## src/rtl/core/sbsm_pkg.sv

```systemverilog
// Shared types, constants and sizes for the side-by-side mask to RGBA converter.
package sbsm_pkg;

	localparam int MAX_CELL_WIDTH = 2048;
	localparam int MAX_ROW_WIDTH  = 4096;
	localparam int MAX_CELL_COUNT = 64;

	localparam int PIX_W  = 32;
	localparam int CW_W   = 12;
	localparam int CC_W   = 7;
	localparam int SW_W   = 13;
	localparam int AB_W   = 2;
	localparam int CFG_W  = 13;
	localparam int REG_W  = 2;
	localparam int IDX_W  = $clog2(MAX_CELL_WIDTH);
	localparam int COL_W  = $clog2(MAX_ROW_WIDTH);
	localparam int CELL_W = $clog2(MAX_CELL_COUNT);
	localparam int ACT_W  = CW_W + CC_W + 1;

	localparam int OPQ_DEPTH   = 4;
	localparam int OPQ_PTR_W   = $clog2(OPQ_DEPTH);
	localparam int OPQ_CNT_W   = $clog2(OPQ_DEPTH + 1);
	localparam int OUTQ_DEPTH  = 4;
	localparam int OUTQ_PTR_W  = $clog2(OUTQ_DEPTH);
	localparam int OUTQ_CNT_W  = $clog2(OUTQ_DEPTH + 1);

	localparam logic [7:0] ALPHA_FULL = 8'd255;

	typedef enum logic [REG_W-1:0] {
		REG_CELL_WIDTH   = 2'd0,
		REG_CELL_COUNT   = 2'd1,
		REG_SOURCE_WIDTH = 2'd2,
		REG_ALPHA_BYTE   = 2'd3
	} reg_idx_t;

	typedef enum logic {
		OP_COLOR = 1'b0,
		OP_MASK  = 1'b1
	} op_kind_t;

	typedef struct packed {
		op_kind_t              kind;
		logic [IDX_W-1:0]      idx;
		logic [PIX_W-1:0]      data;
		logic                  row_end;
		logic [AB_W-1:0]       alpha_sel;
	} op_t;

	typedef struct packed {
		logic [PIX_W-1:0] word;
		logic             row_end;
	} out_t;

endpackage

```

## src/rtl/core/sbsm_front.sv

```systemverilog
// Front end: configuration registers, row position tracking and beat classification.
module sbsm_front (
	input  logic                        clk,
	input  logic                        arst_n,
	input  logic                        cfg_we,
	input  logic [sbsm_pkg::REG_W-1:0]  cfg_addr,
	input  logic [sbsm_pkg::CFG_W-1:0]  cfg_wdata,
	input  logic                        take,
	input  logic [sbsm_pkg::PIX_W-1:0]  pixel,
	output logic                        op_push,
	output sbsm_pkg::op_t               op
);
	import sbsm_pkg::*;

	logic [CW_W-1:0]   cell_width_q;
	logic [CC_W-1:0]   cell_count_q;
	logic [SW_W-1:0]   source_width_q;
	logic [AB_W-1:0]   alpha_byte_q;

	logic [COL_W-1:0]  column_pos_q;
	logic [IDX_W-1:0]  offset_q;
	logic              in_mask_q;
	logic [CELL_W-1:0] cell_index_q;

	logic [CW_W-1:0]   cw;
	logic [CC_W-1:0]   cc;
	logic [SW_W-1:0]   sw;
	logic [ACT_W-1:0]  active_cols;
	logic              active;
	logic              last_col;
	logic              cells_done;
	logic [CW_W-1:0]   off_inc;
	logic              half_done;

	always_ff @(posedge clk or negedge arst_n) begin
		if (!arst_n) begin
			cell_width_q   <= CW_W'(1);
			cell_count_q   <= CC_W'(1);
			source_width_q <= SW_W'(2);
			alpha_byte_q   <= AB_W'(3);
		end else if (cfg_we) begin
			unique case (reg_idx_t'(cfg_addr))
				REG_CELL_WIDTH:   cell_width_q   <= cfg_wdata[CW_W-1:0];
				REG_CELL_COUNT:   cell_count_q   <= cfg_wdata[CC_W-1:0];
				REG_SOURCE_WIDTH: source_width_q <= cfg_wdata[SW_W-1:0];
				REG_ALPHA_BYTE:   alpha_byte_q   <= cfg_wdata[AB_W-1:0];
			endcase
		end
	end

	always_comb begin
		if (cell_width_q == '0) begin
			cw = CW_W'(1);
		end else if (cell_width_q > CW_W'(MAX_CELL_WIDTH)) begin
			cw = CW_W'(MAX_CELL_WIDTH);
		end else begin
			cw = cell_width_q;
		end
		if (cell_count_q == '0) begin
			cc = CC_W'(1);
		end else if (cell_count_q > CC_W'(MAX_CELL_COUNT)) begin
			cc = CC_W'(MAX_CELL_COUNT);
		end else begin
			cc = cell_count_q;
		end
		if (source_width_q == '0) begin
			sw = SW_W'(1);
		end else if (source_width_q > SW_W'(MAX_ROW_WIDTH)) begin
			sw = SW_W'(MAX_ROW_WIDTH);
		end else begin
			sw = source_width_q;
		end
	end

	always_comb begin
		active_cols = {(ACT_W-1)'(cw) * (ACT_W-1)'(cc), 1'b0};
		active      = (ACT_W'(column_pos_q) < active_cols)
			&& (CC_W'(cell_index_q) < cc);
		last_col    = (SW_W'(column_pos_q) + SW_W'(1)) >= sw;
		off_inc     = CW_W'(offset_q) + CW_W'(1);
		half_done   = off_inc >= cw;
		cells_done  = ((CC_W'(cell_index_q) + CC_W'(1)) >= cc) && half_done;
	end

	always_ff @(posedge clk or negedge arst_n) begin
		if (!arst_n) begin
			column_pos_q <= '0;
			offset_q     <= '0;
			in_mask_q    <= 1'b0;
			cell_index_q <= '0;
		end else if (take) begin
			if (last_col) begin
				column_pos_q <= '0;
				offset_q     <= '0;
				in_mask_q    <= 1'b0;
				cell_index_q <= '0;
			end else begin
				column_pos_q <= column_pos_q + COL_W'(1);
				if (active) begin
					if (half_done) begin
						offset_q  <= '0;
						in_mask_q <= ~in_mask_q;
						if (in_mask_q) begin
							cell_index_q <= cell_index_q + CELL_W'(1);
						end
					end else begin
						offset_q <= off_inc[IDX_W-1:0];
					end
				end
			end
		end
	end

	always_comb begin
		op_push      = take && active;
		op.kind      = in_mask_q ? OP_MASK : OP_COLOR;
		op.idx       = offset_q;
		op.data      = pixel;
		op.row_end   = cells_done || last_col;
		op.alpha_sel = alpha_byte_q;
	end

endmodule

```

## config.mk

```make
export PLATFORM = sky130hd
export DESIGN_NAME = sbsm_front
export DESIGN_NICKNAME = d
export VERILOG_FILES = /design/src/rtl/core/sbsm_pkg.sv /design/src/rtl/core/sbsm_front.sv
export SDC_FILE = /design/constraint.sdc
export NUM_CORES = 1
export LEC_CHECK = 0
export ABC_AREA = 1
export BUFFER_PORTS_ARGS = -buffer_cell sky130_fd_sc_hd__buf_2
export CORE_MARGIN = 4
export CORE_UTILIZATION = 54
export DETAILED_ROUTE_END_ITERATION = 16
export GPL_TIMING_DRIVEN = 0
export HOLD_SLACK_MARGIN = 0.08
export PLACE_DENSITY = 0.74
export SKIP_CTS_REPAIR_TIMING = 1
export SLEW_MARGIN = 30
export SYNTH_ARGS = -nofsm -noshare
export SYNTH_HDL_FRONTEND = slang
export SYNTH_SLANG_ARGS = --single-unit
```

## constraint.sdc

```tcl
create_clock -name clk -period 6.2 [get_ports clk]
set_clock_uncertainty 0.15 [all_clocks]
set_input_delay 0.31 -clock clk [delete_from_list [all_inputs] [get_ports clk]]
set_output_delay 0.31 -clock clk [all_outputs]
set_load 0.05 [all_outputs]
```

* Word level (Yosys, flattened, before mapping)
Index checks and enable logic that the tools add are counted.
** Cells by class
- Add/subtract/negate cells :: 5
- Multipliers :: 1
- $lt $le $gt $ge :: 8
- Equality and inequality tests :: 3
- Multiplexer cells :: 18
- Bitwise gates (word level) :: 1
- Reductions and logical operators :: 18
** Operators with widths (count)
- $mux W12 :: 3
- $mux W11 :: 3
- $mux W13 :: 2
- $mux W6 :: 4
- $lt A12 B20 Y1 :: 1
- $mul A12 B7 Y19 :: 1
- $mux W7 :: 2
- $add A12 B1 Y13 const B :: 1
- $ge A13 B13 Y1 :: 1
- $gt A13 B13 Y1 const B :: 1
- $logic_not A13 Y1 :: 1
- $add A11 B1 Y12 const B :: 1
- $add A12 B1 Y12 const B :: 1
- $ge A12 B12 Y1 :: 1
- $gt A12 B12 Y1 const B :: 1
- $logic_not A12 Y1 :: 1
- $reduce_and A2 Y1 :: 5
- $add A6 B1 Y7 const B :: 1
- $ge A7 B7 Y1 :: 1
- $gt A7 B7 Y1 const B :: 1
- $logic_not A7 Y1 :: 1
- $lt A6 B7 Y1 :: 1
- $add A6 B1 Y6 const B :: 1
- $reduce_bool A2 Y1 :: 3
- other kinds (9) :: 15
** Storage, ports and cells
- Register bits :: 64
- Input port bits :: 51

* Depth between registers and ports, before layout
- Word-level depth :: 8
- Depth in mapped cells :: 33

* Worst setup path before layout
OpenSTA, ideal clock, no wires.
- Path kind :: register -> output
- From :: reg cell_width_q[4]
- To :: out op_push
- Arrival time :: 5622 ps
- Data required time :: 5740 ps
- Path slack :: 118 ps
- Stages on the path, launching flop included :: 29
- Buffers on the path :: 1
- Cells stage by stage :: dfrtp_1 > nor2_1 > nand2_1 > nor2_1 > nand2_1 > nand2_1 > clkbuf_1 > nand2_1 > nor2_1 > fa_1 > fa_1 > fa_1 > inv_1 > fa_1 > inv_1 > ha_1 > nand2_1 > inv_1 > a21oi_1 > nand2_1 > xnor2_1 > ha_1 > a21oi_1 > o21ai_0 > a41oi_1 > nand2_1 > nand3_2 > nand2_4 > inv_1
** Between the ends
- Word-level cells in the longest chain between the ends :: 7
- Elaborated cells on any way between the ends :: 8
** Ends and longest elaborated chain
- from (decl) :: RTL line sbsm_front.sv:15 : logic [CW_W-1:0] cell_width_q;
- from (signal assigned) :: RTL line sbsm_front.sv:43 : REG_CELL_WIDTH: cell_width_q <= cfg_wdata[CW_W-1:0];
- $gt A12 B12 Y1 :: RTL line sbsm_front.sv:54 : end else if (cell_width_q > CW_W'(MAX_CELL_WIDTH)) begin
- $mux W12 :: RTL line sbsm_front.sv:54
- $mux W12 (*) :: RTL line sbsm_front.sv:52 : if (cell_width_q == '0) begin
- $mul A12 B7 Y19 (*) :: RTL line sbsm_front.sv:76 : active_cols = {(ACT_W-1)'(cw) * (ACT_W-1)'(cc), 1'b0};
- $lt A12 B20 Y1 (*) :: RTL line sbsm_front.sv:77 : active = (ACT_W'(column_pos_q) < active_cols)
- $logic_and A1 B1 Y1 (*) :: RTL line sbsm_front.sv:78 : && (CC_W'(cell_index_q) < cc);
- $logic_and A1 B1 Y1 (*) :: RTL line sbsm_front.sv:115 : op_push = take && active;
- to (decl) :: RTL line sbsm_front.sv:10 : output logic op_push,
Mark *: on every way between the ends. The rest lies on a longest branch, timed or not.

* Worst setup path in the final report
- From :: reg cell_count_q[1]
- To :: out op_push
** Between the ends
- Word-level cells in the longest chain between the ends :: 7
- Elaborated cells on any way between the ends :: 9
** Ends and longest elaborated chain
- from (decl) :: RTL line sbsm_front.sv:16 : logic [CC_W-1:0] cell_count_q;
- from (signal assigned) :: RTL line sbsm_front.sv:44 : REG_CELL_COUNT: cell_count_q <= cfg_wdata[CC_W-1:0];
- $gt A7 B7 Y1 :: RTL line sbsm_front.sv:61 : end else if (cell_count_q > CC_W'(MAX_CELL_COUNT)) begin
- $mux W7 :: RTL line sbsm_front.sv:61
- $mux W7 (*) :: RTL line sbsm_front.sv:59 : if (cell_count_q == '0) begin
- $mul A12 B7 Y19 :: RTL line sbsm_front.sv:76
- $lt A12 B20 Y1 :: RTL line sbsm_front.sv:77
- $logic_and A1 B1 Y1 (*) :: RTL line sbsm_front.sv:78
- $logic_and A1 B1 Y1 (*) :: RTL line sbsm_front.sv:115
Marked as above.

==> flow_summary.yaml <==
cts:
  clkSlewWorstSetupHoldPaths_ps: 60
  clock_latency_ps: 340
  numCtsBuffers: 9
  clk_path_buf_depth: 2
  cts_tree: "built"
  cts.sinks: 64
  clockRootBuffer: "clkbuf_16"
  h-tree-depth: 3
timing:
  period_share_pct: 103
  timing.final.ws_setup_ps: -178
  setup_viol: 1
  slew_headroom_pct: 69.7
  grt_setup_unrepaired: "yes"
  fmax_mhz: 157
  hold_violations: 0
  worstMarginPinSlew_ps: 455
  period_minus_slack_ps: 6380
  slew_violations: 0
  hold-worst-slack_ps: 65.2
worst_setup_path:
  critPathRequiredTime_ps: 5740
  cp-start-kind: "flip-flop"
  path_delay_family: "adder cells"
  cp_max_fo: 6
  cp_common_cell: "fa_1"
  critical_path.slowest_cell: "fa_1"
  crit_type: "reg2out"
  critical_path.endpoint_type: "primary output"
  cp_num_buf_inv: 5
  arrival_ps: 5920
  max_stage_delay_ps: 540
die:
  ios: 99
  row_count: 43
  core-area_mm2: 0.0138
  die_w_um: 127
  fp.dieH_um: 127
  die_area_mm2: 0.0160
  initial_core_util_pct: 55.0
grt:
  grt_antenna_before_repair: 0
  grt_pass1_wl_um: 30200
  grt_pass1_vias: 6570
  grt_usage_pct: 22.8
  grt_max_degree: 52
  overflow: 0
pwr:
  leakage_nw: 5.29
  powerDensity_mw_per_mm2: 376
  power_mw: 3.58
  ir_drop_mv: 0.233
cells_and_area:
  areaGrowthSynthToFinish_pct: 25.5
  nFillCells: 1099
  final_nets: 1377
  antenna_cells: 0
  drive_above_1_share_pct: 25.4
  instances_no_fill: 1374
synthesis:
  avgSynthCellArea_um2: 7.15
  synth_seq_cells: 64
  synth-seq-area-share_pct: 21.1
  syn_area_mm2: 0.00760
  syn_inst: 1063
  syn_nets: 1251
  ys_types: 43
  ys_warn_count: 0
detailed_routing:
  drtPass1Iterations: 5
  via_count: 7247
  via_per_inst: 5.27
  drt-initial-drc-count: 357
  drc_errors: 0
  wl_per_cell_um: 14.6
  wl_um: 20000
  ant_nets: 0
placed_design:
  place_hpwl_um: 14100
  io_buffer_count: 65
  place_congestion: 0.937
  place_inst: 1309
flow_run:
  drv_cap: 0
status:
  outcome: "finished with violations"
  failed_checks: "negative setup slack"
hold_path:
  hold_path.class: "in2reg"
## where the power goes
group	switching, mW	leakage, nW	internal (mW)
Sequential	0.118	0.807	0.526
Clock	0.189	0.160	0.373
Combinational	1.48	4.32	0.894
Total	1.79	5.29	1.79
## worst min-delay path, cell delays in order
cell and delay, ps:
buf_2 70, nor2_1 30, a21oi_1 100
## layout make-up
class                   count  area [um^2]  share of cell area [%]
repair buffers            114          801                    8.40
multi-input cells         745         5420                    56.8
flip-flops and latches     64         1620                    16.9
plain buffers              51          378                    3.96
clock inverters             3         65.1                   0.682
clock buffers              13          260                    2.73
inverters                 204          773                    8.11
well taps                 180          225                    2.36
## path summary, 6_finish.rpt
kind | start | to | slack, ps | cells past startpoint
setup / recovery | cell_count_q[1]$_DFFE_PN0P_ | op_push | -180 | 27
hold / removal | cfg_wdata[12] | source_width_q[12]$_DFFE_PN0P_ | 70 | 3
setup reg to reg | cell_count_q[1]$_DFFE_PN0P_ | offset_q[9]$_DFFE_PN0P_ | 60 | 30
hold reg to reg | alpha_byte_q[1]$_DFFE_PN1P_ | alpha_byte_q[1]$_DFFE_PN1P_ | 330 | 2
max in group asynchronous | arst_n | cell_count_q[0]$_DFFE_PN1P_ | 5120 | 3
min in group asynchronous | arst_n | offset_q[10]$_DFFE_PN0P_ | 220 | 2
## state kept, by name, indices dropped and copies added, names as in the netlist
name,cells
alpha_byte_q,2
cell_count_q,7
cell_index_q,6
cell_width_q,12
column_pos_q,12
in_mask_q,1
offset_q,11
source_width_q,13
## layer usage
layer / up-vias / track usage (%) / share of wire, %
li1: 3535 / - / -
met1: 3410 / 30.8 / 42
met2: 244 / 37.4 / 50
met3: 58 / 4.88 / 5.6
met4: 0 / 6.18 / 2.6
met5: - / 0 / 0
## cells in the mapped netlist, drive strengths merged
master  number  area, um^2
nand4       12        75.1
nor4         3        18.8
o31ai        3        22.5
o2111a       1        11.3
nor3b        1        7.51
xnor2        7        61.3
inv        203         762
clkbuf      11        41.3
o21a         2        15.0
a41oi        1        8.76
and3b        1        8.76
nand3b       3        22.5
nand3       61         320
dfrtp       59        1480
xor2        19         166
or3          1        6.26
fa          49         981
nor3        10        60.1
nor2       116         455
buf         40         297
ha          88        1100
o21ai       59         310
clkinv       1        3.75
and2         3        18.8
dfstp        5         131
nand2      269        1040
o211ai       1        7.51
a21oi       32         160
or2          2        12.5
## cells by family (layout without fill, tap and decap cells)
family	Yosys count	in the layout	share of synthesized area, %
AND/OR/NAND/NOR	482	483	26.9
buffers and inverters	255	385	14.5
adder cells (fa/ha/maj)	137	137	27.4
AO/OA/AOI/OAI	99	99	7.04
flip-flops	64	64	21.1
XOR/XNOR	26	26	3.00
## cells in the final DEF, fill, tap and decap left out, types with 14 or more instances in the layout
cell and count:
a21oi_1 29, buf_2 65, buf_4 77, dfrtp_1 52
fa_1 49, ha_1 81, inv_1 186, inv_2 14
nand2_1 232, nand2_2 17, nand2_4 16, nand3_1 44
nand3_2 16, nor2_1 90, nor2_2 17, o21ai_0 52
xor2_1 19
## per-stage QoR
step / utilization (%) / setup slack, ps / setup TNS [ps] / area, um^2
finish: 69.0 / -178 / -178 / 9540
global route: 69.0 / -406 / -2800 / 9540
CTS: 61.5 / -1020 / -10550 / 8510
detailed placement: 59.2 / -651 / -9930 / 8180
global placement: 59.0 / -588 / -8630 / 8150
floorplan: - / 118 / 0 / 7600
Note: power is estimated with default switching activity, not from simulation.
