**src/rtl/core/sbsm_pkg.sv**
```systemverilog
// Shared types, constants and sizes for the side-by-side mask to RGBA converter.
package sbsm_pkg;

	localparam int MAX_CELL_WIDTH = 2048;
	localparam int MAX_ROW_WIDTH  = 4096;
	localparam int MAX_CELL_COUNT = 64;

	localparam int PIX_W  = 32;
	localparam int CW_W   = 12;
	localparam int CC_W   = 7;
	localparam int SW_W   = 13;
	localparam int AB_W   = 2;
	localparam int CFG_W  = 13;
	localparam int REG_W  = 2;
	localparam int IDX_W  = $clog2(MAX_CELL_WIDTH);
	localparam int COL_W  = $clog2(MAX_ROW_WIDTH);
	localparam int CELL_W = $clog2(MAX_CELL_COUNT);
	localparam int ACT_W  = CW_W + CC_W + 1;

	localparam int OPQ_DEPTH   = 4;
	localparam int OPQ_PTR_W   = $clog2(OPQ_DEPTH);
	localparam int OPQ_CNT_W   = $clog2(OPQ_DEPTH + 1);
	localparam int OUTQ_DEPTH  = 4;
	localparam int OUTQ_PTR_W  = $clog2(OUTQ_DEPTH);
	localparam int OUTQ_CNT_W  = $clog2(OUTQ_DEPTH + 1);

	localparam logic [7:0] ALPHA_FULL = 8'd255;

	typedef enum logic [REG_W-1:0] {
		REG_CELL_WIDTH   = 2'd0,
		REG_CELL_COUNT   = 2'd1,
		REG_SOURCE_WIDTH = 2'd2,
		REG_ALPHA_BYTE   = 2'd3
	} reg_idx_t;

	typedef enum logic {
		OP_COLOR = 1'b0,
		OP_MASK  = 1'b1
	} op_kind_t;

	typedef struct packed {
		op_kind_t              kind;
		logic [IDX_W-1:0]      idx;
		logic [PIX_W-1:0]      data;
		logic                  row_end;
		logic [AB_W-1:0]       alpha_sel;
	} op_t;

	typedef struct packed {
		logic [PIX_W-1:0] word;
		logic             row_end;
	} out_t;

endpackage

```
**src/rtl/core/sbsm_opq.sv**
```systemverilog
// Short command queue between the front end and the line buffer back end.
module sbsm_opq (
	input  logic          clk,
	input  logic          arst_n,
	input  logic          wr_en,
	input  sbsm_pkg::op_t wr_op,
	output logic          full,
	input  logic          rd_en,
	output sbsm_pkg::op_t rd_op,
	output logic          empty
);
	import sbsm_pkg::*;

	op_t                  slot_q [OPQ_DEPTH];
	logic [OPQ_PTR_W-1:0] wr_ptr_q;
	logic [OPQ_PTR_W-1:0] rd_ptr_q;
	logic [OPQ_CNT_W-1:0] count_q;

	assign full  = count_q == OPQ_CNT_W'(OPQ_DEPTH);
	assign empty = count_q == '0;
	assign rd_op = slot_q[rd_ptr_q];

	always_ff @(posedge clk) begin
		if (wr_en) begin
			slot_q[wr_ptr_q] <= wr_op;
		end
	end

	always_ff @(posedge clk or negedge arst_n) begin
		if (!arst_n) begin
			wr_ptr_q <= '0;
			rd_ptr_q <= '0;
			count_q  <= '0;
		end else begin
			if (wr_en) begin
				wr_ptr_q <= (wr_ptr_q == OPQ_PTR_W'(OPQ_DEPTH - 1)) ? '0
					: wr_ptr_q + OPQ_PTR_W'(1);
			end
			if (rd_en) begin
				rd_ptr_q <= (rd_ptr_q == OPQ_PTR_W'(OPQ_DEPTH - 1)) ? '0
					: rd_ptr_q + OPQ_PTR_W'(1);
			end
			if (wr_en && !rd_en) begin
				count_q <= count_q + OPQ_CNT_W'(1);
			end else if (rd_en && !wr_en) begin
				count_q <= count_q - OPQ_CNT_W'(1);
			end
		end
	end

endmodule

```
**config.mk**
```make
export PLATFORM = sky130hd
export DESIGN_NAME = sbsm_opq
export DESIGN_NICKNAME = d
export VERILOG_FILES = /design/src/rtl/core/sbsm_pkg.sv /design/src/rtl/core/sbsm_opq.sv
export SDC_FILE = /design/constraint.sdc
export NUM_CORES = 1
export LEC_CHECK = 0
export BUFFER_PORTS_ARGS = -buffer_cell sky130_fd_sc_hd__buf_4
export CAP_MARGIN = 20
export CORE_MARGIN = 8
export CORE_UTILIZATION = 33
export CTS_CLUSTER_DIAMETER = 120
export DETAILED_ROUTE_END_ITERATION = 10
export PLACE_DENSITY = 0.47
export SYNTH_ARGS = -nofsm -noshare
export SYNTH_HDL_FRONTEND = slang
export SYNTH_SLANG_ARGS = --single-unit
```
**constraint.sdc**
```tcl
create_clock -name clk -period 2.6 [get_ports clk]
set_input_delay 0.39 -clock clk [delete_from_list [all_inputs] [get_ports clk]]
set_output_delay 0.39 -clock clk [all_outputs]
set_load 0.005 [all_outputs]
```
### Yosys cells after proc, flatten, opt, wreduce, memory -nomap -nowiden

Memories as Yosys holds them, arrays and structs flattened.
Index checks and enable logic that the tools add are counted.

| word-level totals | value |
|---|---|
| bits in registers | 7 |
| RAM bits | 188 |
| input port bits | 51 |
| output and inout bits | 49 |
| logic and storage cells | 23 |
| memories | 1 |

| operators by class | value |
|---|---|
| add/sub/neg operators | 4 |
| equal/unequal tests | 3 |
| muxes and demuxes | 6 |
| reduce and logical (&&, ||, !) cells | 6 |

Memories:

| memory | words | bits a word | rd ports | clocked after Yosys merged registers in | write ports | RTL line | text |
|---|---|---|---|---|---|---|---|
| slot_q | 4 | 47 | 1 | 0 | 1 | sbsm_opq.sv:14 | `op_t slot_q [OPQ_DEPTH];` |

Operators by type and width:

| kind | count |
|---|---|
| two-way mux 3 bit | 2 |
| adder 2 x 1 -> 2 bit, second input constant | 2 |
| equality test 2 bit, second input constant | 2 |
| two-way mux 2 bit | 2 |
| adder 3 x 1 -> 3 bit, second input constant | 1 |
| equality test 3 bit, second input constant | 1 |
| logical NOT 3 bit | 1 |
| subtractor 3 x 1 -> 3 bit, second input constant | 1 |
| logical AND 1 bit | 2 |
| logical NOT 1 bit | 2 |
| two-way mux 1 bit | 2 |
| nonzero test 2 bit | 1 |

### Logic depth before layout (Yosys ltp)

Gate-level depths: netlist of run 1.

| depth | value |
|---|---|
| depth after elaboration | 4 |
| mapped depth | 7 |
| mapped depth without buffers | 7 |

### Worst setup path after synthesis of run 1

OpenSTA, ideal clock, no wires.

| timing | value |
|---|---|
| path kind | reg-to-reg |
| start | reg wr_ptr_q[0] |
| end | mem slot_q[2][0] (netlist name), enable pin |
| setup time | 409 ps |
| arrival time | 1,749 ps |
| required time | 2,191 ps |
| slack | 442 ps |
| stages on the path, launching flop included | 4 |
| path buffers | 0 |
| clock period less this slack | 2,158 ps |
| path through | dfrtp_1 inv_1 ha_1 and2_1 |

RTL lines:

| item | RTL line | text |
|---|---|---|
| from (decl) | sbsm_opq.sv:15 | `logic [OPQ_PTR_W-1:0] wr_ptr_q;` |
| from (signal assigned) | sbsm_opq.sv:36 | `wr_ptr_q <= (wr_ptr_q == OPQ_PTR_W'(OPQ_DEPTH - 1)) ? '0` |
| to (decl) | sbsm_opq.sv:14 |  |

No word-level cell before the write port.

==> results of run 1 <==
==> layer usage <==
layer,vias up,GRT usage (%)
li1,1441,-
met1,1707,13.9
met2,78,18.1
met3,12,3.91
met4,0,3.97
met5,-,0
==> worst min-delay path by stage <==
stage | start | endpoint
finish | wr_op[29] | slot_q[2][29]$_DFFE_PP_
global route | wr_op[20] | slot_q[3][20]$_DFFE_PP_
CTS | wr_op[23] | slot_q[2][23]$_DFFE_PP_
detailed placement | arst_n | count_q[1]$_DFFE_PN0P_
global placement | arst_n | count_q[1]$_DFFE_PN0P_
floorplan | arst_n | count_q[0]$_DFFE_PN0P_
==> logic make-up (layout without fill, tap and decap cells) <==
kind of cell             Yosys count  count (layout)  synth area share (%)
AO/OA/AOI/OAI                      2               2                 0.139
adder cells (fa/ha/maj)            7               7                  1.32
buffers and inverters             15             149                  1.54
flip-flops                       195             195                  80.6
multiplexers                      50              50                  15.2
XOR/XNOR                           3               3                 0.364
AND/OR/NAND/NOR                   11              11                 0.780
==> final cells by class <==
class                           instances  area [µm²]  area share [%]
Sequential cell                       195        5830            64.4
Multi-Input combinational cell         73        1290            14.3
Timing Repair Buffer                  113         958            10.6
Clock buffer                           17         425            4.70
Tap cell                              280         350            3.87
Clock inverter                         15         179            1.98
Inverter                                4        15.0           0.166
==> report_power, final <==
part	internal, µW	leakage [µW]	switching (µW)
registers	4040	0.00181	258
logic	1610	0.00100	1240
clock network	1520	0.000293	1130
total	7170	0.00311	2620
==> cell usage in the layout, fill, tap and decap left out, types with 2 or more instances in the layout <==
master and count:
xor2_1 2, ha_1 6, and2_2 4, buf_12 8
clkbuf_16 17, inv_6 3, mux4_1 2, mux2_2 3
clkinv_2 3, clkinv_4 2, clkinvlp_4 2, nor2_1 3
edfxtp_1 188, mux4_2 45, nand2_1 2, dfrtp_1 5
inv_1 4, bufinv_16 3, o21ai_0 2, buf_4 103
==> state kept, by name, indices dropped and copies added (netlist names) <==
name      count
rd_ptr_q      2
slot_q      188
wr_ptr_q      2
count_q       3
==> stage by stage <==
step | setup WS (ns) | hold WS [ns] | power [µW] | utilization, %
2_1_floorplan | 0.442 | 0.0944 | 5850 | -
3_3_place_gp | 0.488 | 0.213 | 7280 | 38.9
3_5_place_dp | 0.477 | 0.215 | 7320 | 38.9
4_1_cts | 0.000866 | 0.134 | 9990 | 41.8
5_1_grt | 0.0922 | 0.137 | 10300 | 41.8
6_report | 0.225 | 0.160 | 9790 | 41.8
==> repair_timing <==
action,in CTS,in global routing
endpoints found under the hold margin,7,0
endpoints found under the setup margin,0,30
hold buffers,1,0
setup buffers,0,1
==> metrics, run 1 <==
uppermost layer routed met4; FF-to-FF path depth 4; Inserted Diodes 0; WP data arrival between 1.5 and 2 ns; endpoint type of the worst setup path output port; Pins Over Slew Limit 0; row count 54; VDD IR max 0.414 mV; CTS tree yes; vias in the first global route 3643; Max Cap Viol 0; TritonRoute pass-1 iters 4; GP Congestion 0.660; die height between 150 and 200 µm; Via density between 4 and 5; Final Cell Area 9050 µm²; measured slew at the worst slew-check pin 0.542 ns; clock sink total 195; cell taking the most area after synthesis edfxtp_1; r2r endpoint slot_q[1][0]$_DFFE_PP_; crit-path max FO 16; post-cts resize count 0; pin count of the biggest net entering global routing 41; gr usage total 11.3%; Critical Path Stages 3; CP Buf/Inv Count 2; Seq/Total Area, Yosys 80.6%; Seq cells post-synth 195; Placed Area 8420 µm²; drt drc 0; Cells after Synth 283; routed vias 3238; Crit-path slowest cell dfrtp_2; Reg clk slew, reported paths 0.07 ns; wire length of the first global-routing pass 22000 µm; I/O Buffers 99; Total Routed Length 14400 µm; initial antenna violation count 0; setup TNS after final layout 0 ns; Final setup viols 0; share of layout cells above drive strength 1 47.2%; Post-Syn Area per Cell 25.5 µm²; Syn Nets 341; clock latency on the worst-skew pair ~0.43 ns; top-count cell post-synth edfxtp_1; max_slew headroom 63.8%; Worst path max stage delay 0.68 ns; synthesis-to-layout area growth 25.3%; Netlist cell types 22; CP startpoint rd_ptr_q[1]$_DFFE_PN0P_; Crit path top cell by count buf_4; Antenna Nets Post-Route 0; Yosys top cell area share 78.2%; PwrDens 1080 nW/µm²; ys flop type edfxtp_1; core area 21600 µm²; # IOs 100; synth cell count leaders edfxtp_1 (188), mux4_2 (45), dfrtp_1 (7); Setup crit end rd_op[15]; Initial Util around a third; maximum clock rate 421 MHz; Final #Nets 462; top post-synthesis cells by area edfxtp_1 (78%), mux4_2 (14%), dfrtp_1 (2.4%); met2 WL 7070 µm; fill count 1933; period utilization 91.4%; Hold Path Class primary input to flop; worst endpoint required time 2.21 ns; Synth Warn # 0; Async SR Flop Fraction 3.59%; dpl cells roughly 660; number of synthesized flops with an enable pin 188; Routed WL per cell between 20 and 25 µm; Fin. Hold Viols 0; status finished clean; htree depth 4; WS Path Type flop to output port; Overflow after GRT 0; cell area after synthesis 7220 µm²; Num CTS Buffers 17; Met1 Routed Length 6380 µm; Die ar. 26900 µm²; CP Cell Sequence buf_4, mux4_2, buf_4; Largest delay share family, worst path flip-flops; Lkg Pwr 0.00311 µW; worst reg2reg setup slack approximately 0.92 ns; FF-to-FF Start wr_ptr_q[1]$_DFFE_PN0P_; DR WL met3 774 µm; worst-case clock buffer depth 2; Clock Skew roughly 0.0098 ns; CTS Root Cell clkbuf_16; WHS Path Cells 1; Die X 164 µm; Tmin final 2.38 ns; startpoint types flop; Non-Filler Instances 697; DRT iter0 DRCs 136; RSZ-0062 raised after global routing no; DP Wirelength ~8800 µm
Power figures use the tool's default switching activity.
==> run 2: changes to the inputs <==
--- a/config.mk
+++ b/config.mk
@@ -7,11 +7,13 @@
 export LEC_CHECK = 0
 export BUFFER_PORTS_ARGS = -buffer_cell sky130_fd_sc_hd__buf_4
 export CAP_MARGIN = 20
+export CORE_ASPECT_RATIO = 0.9
 export CORE_MARGIN = 8
 export CORE_UTILIZATION = 33
 export CTS_CLUSTER_DIAMETER = 120
 export DETAILED_ROUTE_END_ITERATION = 10
 export PLACE_DENSITY = 0.47
+export SLEW_MARGIN = 10
 export SYNTH_ARGS = -nofsm -noshare
 export SYNTH_HDL_FRONTEND = slang
 export SYNTH_SLANG_ARGS = --single-unit
==> run 2 against run 1 <==
Register-to-register slack lost 0.05 ns; critical path depth unchanged; sequential power is essentially flat; largest power group unchanged.
==> metrics, run 2 (same netlist as run 1, synthesis figures left out) <==
status finished clean; Hold Path Class primary input to flop; Fin. Hold Viols 0 (unchanged); Final setup viols 0 (unchanged); Num CTS Buffers 17 (unchanged); Via density 4.60 (-0.99%); setup ws final 0.197 ns (-0.0275 ns); Non-Filler Instances 707 (+1.4%); commonest non-fill, non-tap cell in the layout edfxtp_1; WS Path Type flop to output port; Inserted Diodes 0 (unchanged); vias in the first global route 3656 (+0.36%); Tmin final 2.40 ns (+0.0275 ns); dpl ws 0.424 ns (-0.0528 ns); Overflow after GRT 0 (unchanged); DRT iter0 DRCs 168 (+24%); fin util 42.0% (+0.15 points); die height 156 µm (-4.6%); Routed WL per cell 20.4 µm (-1.1%); CTS Root Cell clkbuf_16; Sw Share 26.2% (-0.58 points); row count 51 (-5.6%); worst-case clock buffer depth 2 (unchanged); CTS tree yes; Worst path max stage delay 0.62 ns (-0.06 ns); Comb power frac 28.7% (-0.4 points); max_slew headroom 61.4% (-2.5 points); htree depth 4 (unchanged); Reg clk slew, reported paths 0.07 ns (about the same); worst endpoint required time 2.21 ns (about the same); VDD IR max 0.399 mV (-3.7%); Pins Over Slew Limit 0 (unchanged); clock sink total 195 (unchanged); Internal 7240 µW (+0.98%); clock latency on the worst-skew pair 0.43 ns (about the same); drt drc 0 (unchanged); commonest non-fill, non-tap cells in the layout edfxtp_1 (188), buf_4 (104), mux4_2 (45), clkbuf_16 (17), buf_12 (7); TritonRoute pass-1 iters 4 (unchanged); Die X 172 µm (+4.9%); Clock power frac 27.5% (+0.4 points); Initial Util 33.5% (+0.081 points); startpoint types flop; wire length of the first global-routing pass 21600 µm (-1.7%); endpoint type of the worst setup path output port; Reg with most FFs slot_q; dpl cells 674 (+1.7%); pin count of the biggest net entering global routing 31 (-24%); share of layout cells above drive strength 1 46.9% (-0.37 points); maximum clock rate 416 MHz (-1.1%); Max Cap Viol 0 (unchanged); gr usage total 11.2% (-0.024 points); routed vias 3252 (+0.43%); number of flip-flops in the largest register 188 (unchanged); initial antenna violation count 0 (unchanged); Total Routed Length 14400 µm (+0.34%); Clock Skew 0.00829 ns (-0.00147 ns); Final #Nets 462 (unchanged); Psw 2570 µW (-2.0%); # IOs 100 (unchanged); share of power burned in registers 43.8% (about the same); CP Cell Sequence buf_12, mux4_2, buf_4; setup TNS after final layout 0 ns (unchanged); synthesis-to-layout area growth 25.4%; Crit-path slowest cell dfrtp_4; measured slew at the worst slew-check pin 0.579 ns (+0.0369 ns); GP Congestion 0.675 (+2.3%); Top Registers slot_q x188, count_q x3; period utilization 92.4% (+1.1 points); core area 21600 µm² (-0.24%); WP data arrival 2.01 ns (+0.02 ns); Die ar. 26900 µm² (about the same); Lkg Pwr 0.00310 µW (-0.11%); post-cts resize count 0 (unchanged); RSZ-0062 raised after global routing no; crit-path max FO 15 (-1); Antenna Nets Post-Route 0 (unchanged); DP Wirelength 8930 µm (+1.4%); I/O Buffers 99 (unchanged); PwrDens 1080 nW/µm² (about the same)
## run 2: metrics by stage
stage / total power [µW] / area [µm²] / hold WS (ns)
3_5_place_dp: 7270 / 8420 / 0.217
5_1_grt: 10300 / 9060 / 0.134
3_3_place_gp: 7230 / 8420 / 0.216
6_report: 9810 / 9060 / 0.160
4_1_cts: 10000 / 9060 / 0.133
2_1_floorplan: 5850 / 7220 / 0.0944
## run 2: timing repair
action | 4_1_cts | 5_1_grt
setup endpoints to repair | 14 | 0
hold endpoints to repair | 7 | 0
buffers inserted | 1 | 0
hold buffers | 1 | 0
## run 2: path summary, 6_finish.rpt
kind | start | to | slack, ns | cells after the start
setup / recovery | rd_ptr_q[0]$_DFFE_PN0P_ | rd_op[19] | 0.20 | 3
hold / removal | wr_op[26] | slot_q[2][26]$_DFFE_PP_ | 0.16 | 1
setup reg to reg | wr_ptr_q[0]$_DFFE_PN0P_ | slot_q[3][20]$_DFFE_PP_ | 0.87 | 3
hold reg to reg | count_q[2]$_DFFE_PN0P_ | count_q[2]$_DFFE_PN0P_ | 0.49 | 1
max in group asynchronous | arst_n | rd_ptr_q[0]$_DFFE_PN0P_ | 2.13 | 2
min in group asynchronous | arst_n | count_q[1]$_DFFE_PN0P_ | 0.32 | 2
## run 2: layout make-up
class	instances	area, µm²
Multi-Input combinational cell	73	1290
Fill cell	1909	12500
Clock inverter	13	184
Clock buffer	18	429
Sequential cell	195	5830
Tap cell	291	364
Inverter	4	15.0
Timing Repair Buffer	113	946
## run 2: worst max-delay path: cells and delay by family, from the launching register on
| family | cells | cell delay [ns] |
|---|---|---|
| DFF | 1 | 0.62 |
| muxes | 1 | 0.57 |
| buffers and inverters | 2 | 0.39 |
## run 2: per-layer routing
metal  global-route usage [%]  wire length, µm
met5                        0                0
met4                     4.55              224
met3                     4.13              987
met2                     17.5             6900
met1                     14.0             6300
## run 2: power groups by stage
stage | clock network, µW | logic [µW] | registers, µW
floorplan | 0 | 1630 | 4220
global placement | 0 | 2830 | 4400
detailed placement | 0 | 2840 | 4430
CTS | 2780 | 2940 | 4320
global route | 2890 | 3080 | 4360
finish | 2700 | 2820 | 4300
==> run 3: changes to the inputs <==
--- a/config.mk
+++ b/config.mk
@@ -5,14 +5,14 @@
 export SDC_FILE = /design/constraint.sdc
 export NUM_CORES = 1
 export LEC_CHECK = 0
+export ABC_AREA = 1
 export BUFFER_PORTS_ARGS = -buffer_cell sky130_fd_sc_hd__buf_4
-export CAP_MARGIN = 20
 export CORE_ASPECT_RATIO = 0.9
 export CORE_MARGIN = 8
 export CORE_UTILIZATION = 33
 export CTS_CLUSTER_DIAMETER = 120
 export DETAILED_ROUTE_END_ITERATION = 10
-export PLACE_DENSITY = 0.47
+export PLACE_DENSITY = 0.46
 export SLEW_MARGIN = 10
 export SYNTH_ARGS = -nofsm -noshare
 export SYNTH_HDL_FRONTEND = slang
==> run 3 against run 2 <==
Clock power shrank 4%; utilization shrank 1.5 points; global-route usage grew 0.62 points; area after synthesis grew 13%; fmax grew 1.5%; clock skew grew 0.00075 ns; largest cell class unchanged; largest power group unchanged.
==> metrics, run 3 <==
measured slew at the worst slew-check pin 0.487 ns (-0.0919 ns); clock latency on the worst-skew pair 0.43 ns (about the same); commonest non-fill, non-tap cells in the layout edfxtp_1 (188), nand2_1 (156), buf_4 (106), inv_1 (101), o211ai_2 (49); VDD IR max 0.549 mV (+38%); Async SR Flop Fraction 3.59% (unchanged); TritonRoute pass-1 iters 5 (+1); Initial Util 33.6% (+0.14 points); Inserted Diodes 0 (unchanged); Min-Delay Startpoint wr_op[24]; synthesis-to-layout area growth 20.6%; Final Cell Area 9830 µm² (+8.6%); vias in the first global route 4670 (+28%); WP data arrival 1.98 ns (-0.03 ns); Via density 4.49 (-2.4%); GP Congestion 0.698 (+3.5%); Antenna Nets Post-Route 0 (unchanged); RSZ-0062 raised after global routing no; clock sink total 195 (unchanged); number of flip-flops in the largest register 188 (unchanged); htree depth 4 (unchanged); Met1 Routed Length 7730 µm (+23%); row count 54 (+5.9%); Fin. Hold Viols 0 (unchanged); routed vias 4596 (+41%); Num CTS Buffers 17 (unchanged); DP Wirelength 10700 µm (+20%); worst-case clock buffer depth 2 (unchanged); Seq cells post-synth 195 (unchanged); Non-Filler Instances 1024 (+45%); die height 165 µm (+5.6%); worst endpoint required time 2.21 ns (about the same); startpoint types flop; setup TNS after final layout 0 ns (unchanged); Final #Nets 761 (+65%); cell area after synthesis 8150 µm² (+13%); Die X 182 µm (+5.7%); Reg clk slew, reported paths 0.07 ns (about the same); top post-synthesis cells by area edfxtp_1 (69%), o211ai_2 (7.5%), nand2_1 (7.2%); pin count of the biggest net entering global routing 66 (+110%); Seq/Total Area, Yosys 71.4% (-9.2 points); Clock Skew 0.00904 ns (+0.000751 ns); initial antenna violation count 0 (unchanged); ys flop type edfxtp_1; Hold Path Class primary input to flop; Cells after Synth 600 (+110%); dpl ws 0.670 ns (+0.246 ns); endpoint type of the worst setup path output port; Overflow after GRT 0 (unchanged); Reg with most FFs slot_q; Die ar. 30000 µm² (+12%); setup ws final 0.232 ns (+0.0347 ns); top-count cell post-synth edfxtp_1; core area 24300 µm² (+12%); WHS Path Cells 1 (unchanged); Post-Syn Area per Cell 13.6 µm² (-47%); I/O Buffers 99 (unchanged); DRT iter0 DRCs 145 (-14%); DR WL met3 960 µm (-2.7%); CTS Root Cell clkbuf_16; Tmin final 2.37 ns (-0.0347 ns); uppermost layer routed met4; synth cell count leaders edfxtp_1 (188), nand2_1 (156), inv_1 (105); Routed WL per cell 16.9 µm (-17%); Netlist cell types 20 (-9.1%); Total Routed Length 17300 µm (+20%); Synth Warn # 0 (unchanged); period utilization 91.1% (-1.3 points); Placed Area 9240 µm² (+9.8%); met2 WL 8380 µm (+21%); Worst Hold Path EP slot_q[2][24]$_DFFE_PP_; Max Cap Viol 0 (unchanged); FF-to-FF Start wr_ptr_q[1]$_DFFE_PN0P_; Lkg Pwr 0.00400 µW (+29%); PwrDens 1050 nW/µm² (-3.2%); crit-path max FO 65 (+50); FF-to-FF path depth 5 (+2); Pins Over Slew Limit 0 (unchanged); Syn Nets 658 (+93%); gr usage total 11.8% (+0.62 points); number of synthesized flops with an enable pin 188 (unchanged); worst reg2reg setup slack 0.86 ns (about the same); WS Path Type flop to output port; maximum clock rate 422 MHz (+1.5%); commonest non-fill, non-tap cell in the layout edfxtp_1; CTS tree yes; drt drc 0 (unchanged); Top Registers slot_q x188, count_q x3; total power 10300 µW (+5.0%); wire length of the first global-routing pass 26800 µm (+24%); Yosys top cell area share 69.2% (-9.0 points); Final setup viols 0 (unchanged); max_slew headroom 67.5% (+6.1 points); postcts setup bufs 0 (-1); cell taking the most area after synthesis edfxtp_1; # IOs 100 (unchanged); dpl cells 991 (+47%); share of layout cells above drive strength 1 27.9% (-19 points); status finished clean; r2r endpoint slot_q[1][39]$_DFFE_PP_
[run 3: changes by cell type after synthesis, moves of 10 or more]
cell and change:
nand2_1 +154, buf_2 +10, o211ai_1 +45, inv_1 +101, o211ai_2 +49, buf_6 +12
mux4_2 -45
[run 3: through the flow]
stage | hold WS (ns) | utilization, %
after detailed placement | 0.215 | 38.1
after floorplan | 0.0944 | -
after global routing | 0.134 | 40.5
after CTS | 0.135 | 40.5
after global placement | 0.213 | 38.1
final | 0.154 | 40.5
[run 3: cell families (layout without fill, tap and decap cells)]
| logic type | after synthesis | count (layout) | synth area share, % |
|---|---|---|---|
| adders and majority gates | 7 | 7 | 1.17 |
| and+or+nand+nor | 162 | 162 | 7.54 |
| buffers and inverters | 137 | 253 | 7.89 |
| xor gates and xnor gates | 1 | 1 | 0.107 |
| AOI/OAI and AO/OA | 98 | 98 | 11.9 |
| DFF | 195 | 195 | 71.4 |
[run 3: what timing repair did]
action / 4_1_cts / 5_1_grt
hold endpoints to repair: 7 / 0
hold buffers: 1 / 0
gates resized for setup: 0 / 0
[run 3: routing by layer]
metal  global-route usage [%]  up-vias
li1                         -     2290
met1                     14.5     2196
met2                     19.5       92
met3                     3.74       18
met4                     4.50        0
met5                        0        -
[run 3: worst max path at each step]
stage | from | to | slack (ns)
2_1_floorplan | wr_ptr_q[0]$_DFFE_PN0P_ | slot_q[2][0]$_DFFE_PP_ | 0.62
3_3_place_gp | rd_ptr_q[0]$_DFFE_PN0P_ | rd_op[27] | 0.69
3_5_place_dp | rd_ptr_q[0]$_DFFE_PN0P_ | rd_op[14] | 0.67
4_1_cts | rd_ptr_q[0]$_DFFE_PN0P_ | rd_op[19] | 0.19
5_1_grt | rd_ptr_q[0]$_DFFE_PN0P_ | rd_op[17] | 0.06
6_report | rd_ptr_q[0]$_DFFE_PN0P_ | rd_op[17] | 0.23
[run 3: power by group]
group / internal (µW) / switching, µW
combinational: 1460 / 2050
clock: 1430 / 1170
sequential: 4030 / 165
[run 3: cell type report]
| class | instances | area (µm²) |
|---|---|---|
| Sequential cell | 195 | 5820 |
| Clock inverter | 15 | 158 |
| Inverter | 107 | 407 |
| Multi-Input combinational cell | 268 | 1690 |
| Fill cell | 2261 | 14400 |
| Tap cell | 308 | 385 |
| Timing Repair Buffer | 114 | 946 |
| Clock buffer | 17 | 425 |
[run 3: worst max-delay path: stages (launching register included)]
cell and delay, ns:
dfrtp_1 0.44, inv_6 0.30, buf_12 0.33, nand2_1 0.09, o211ai_1 0.09, nand2_1 0.11, buf_4 0.15
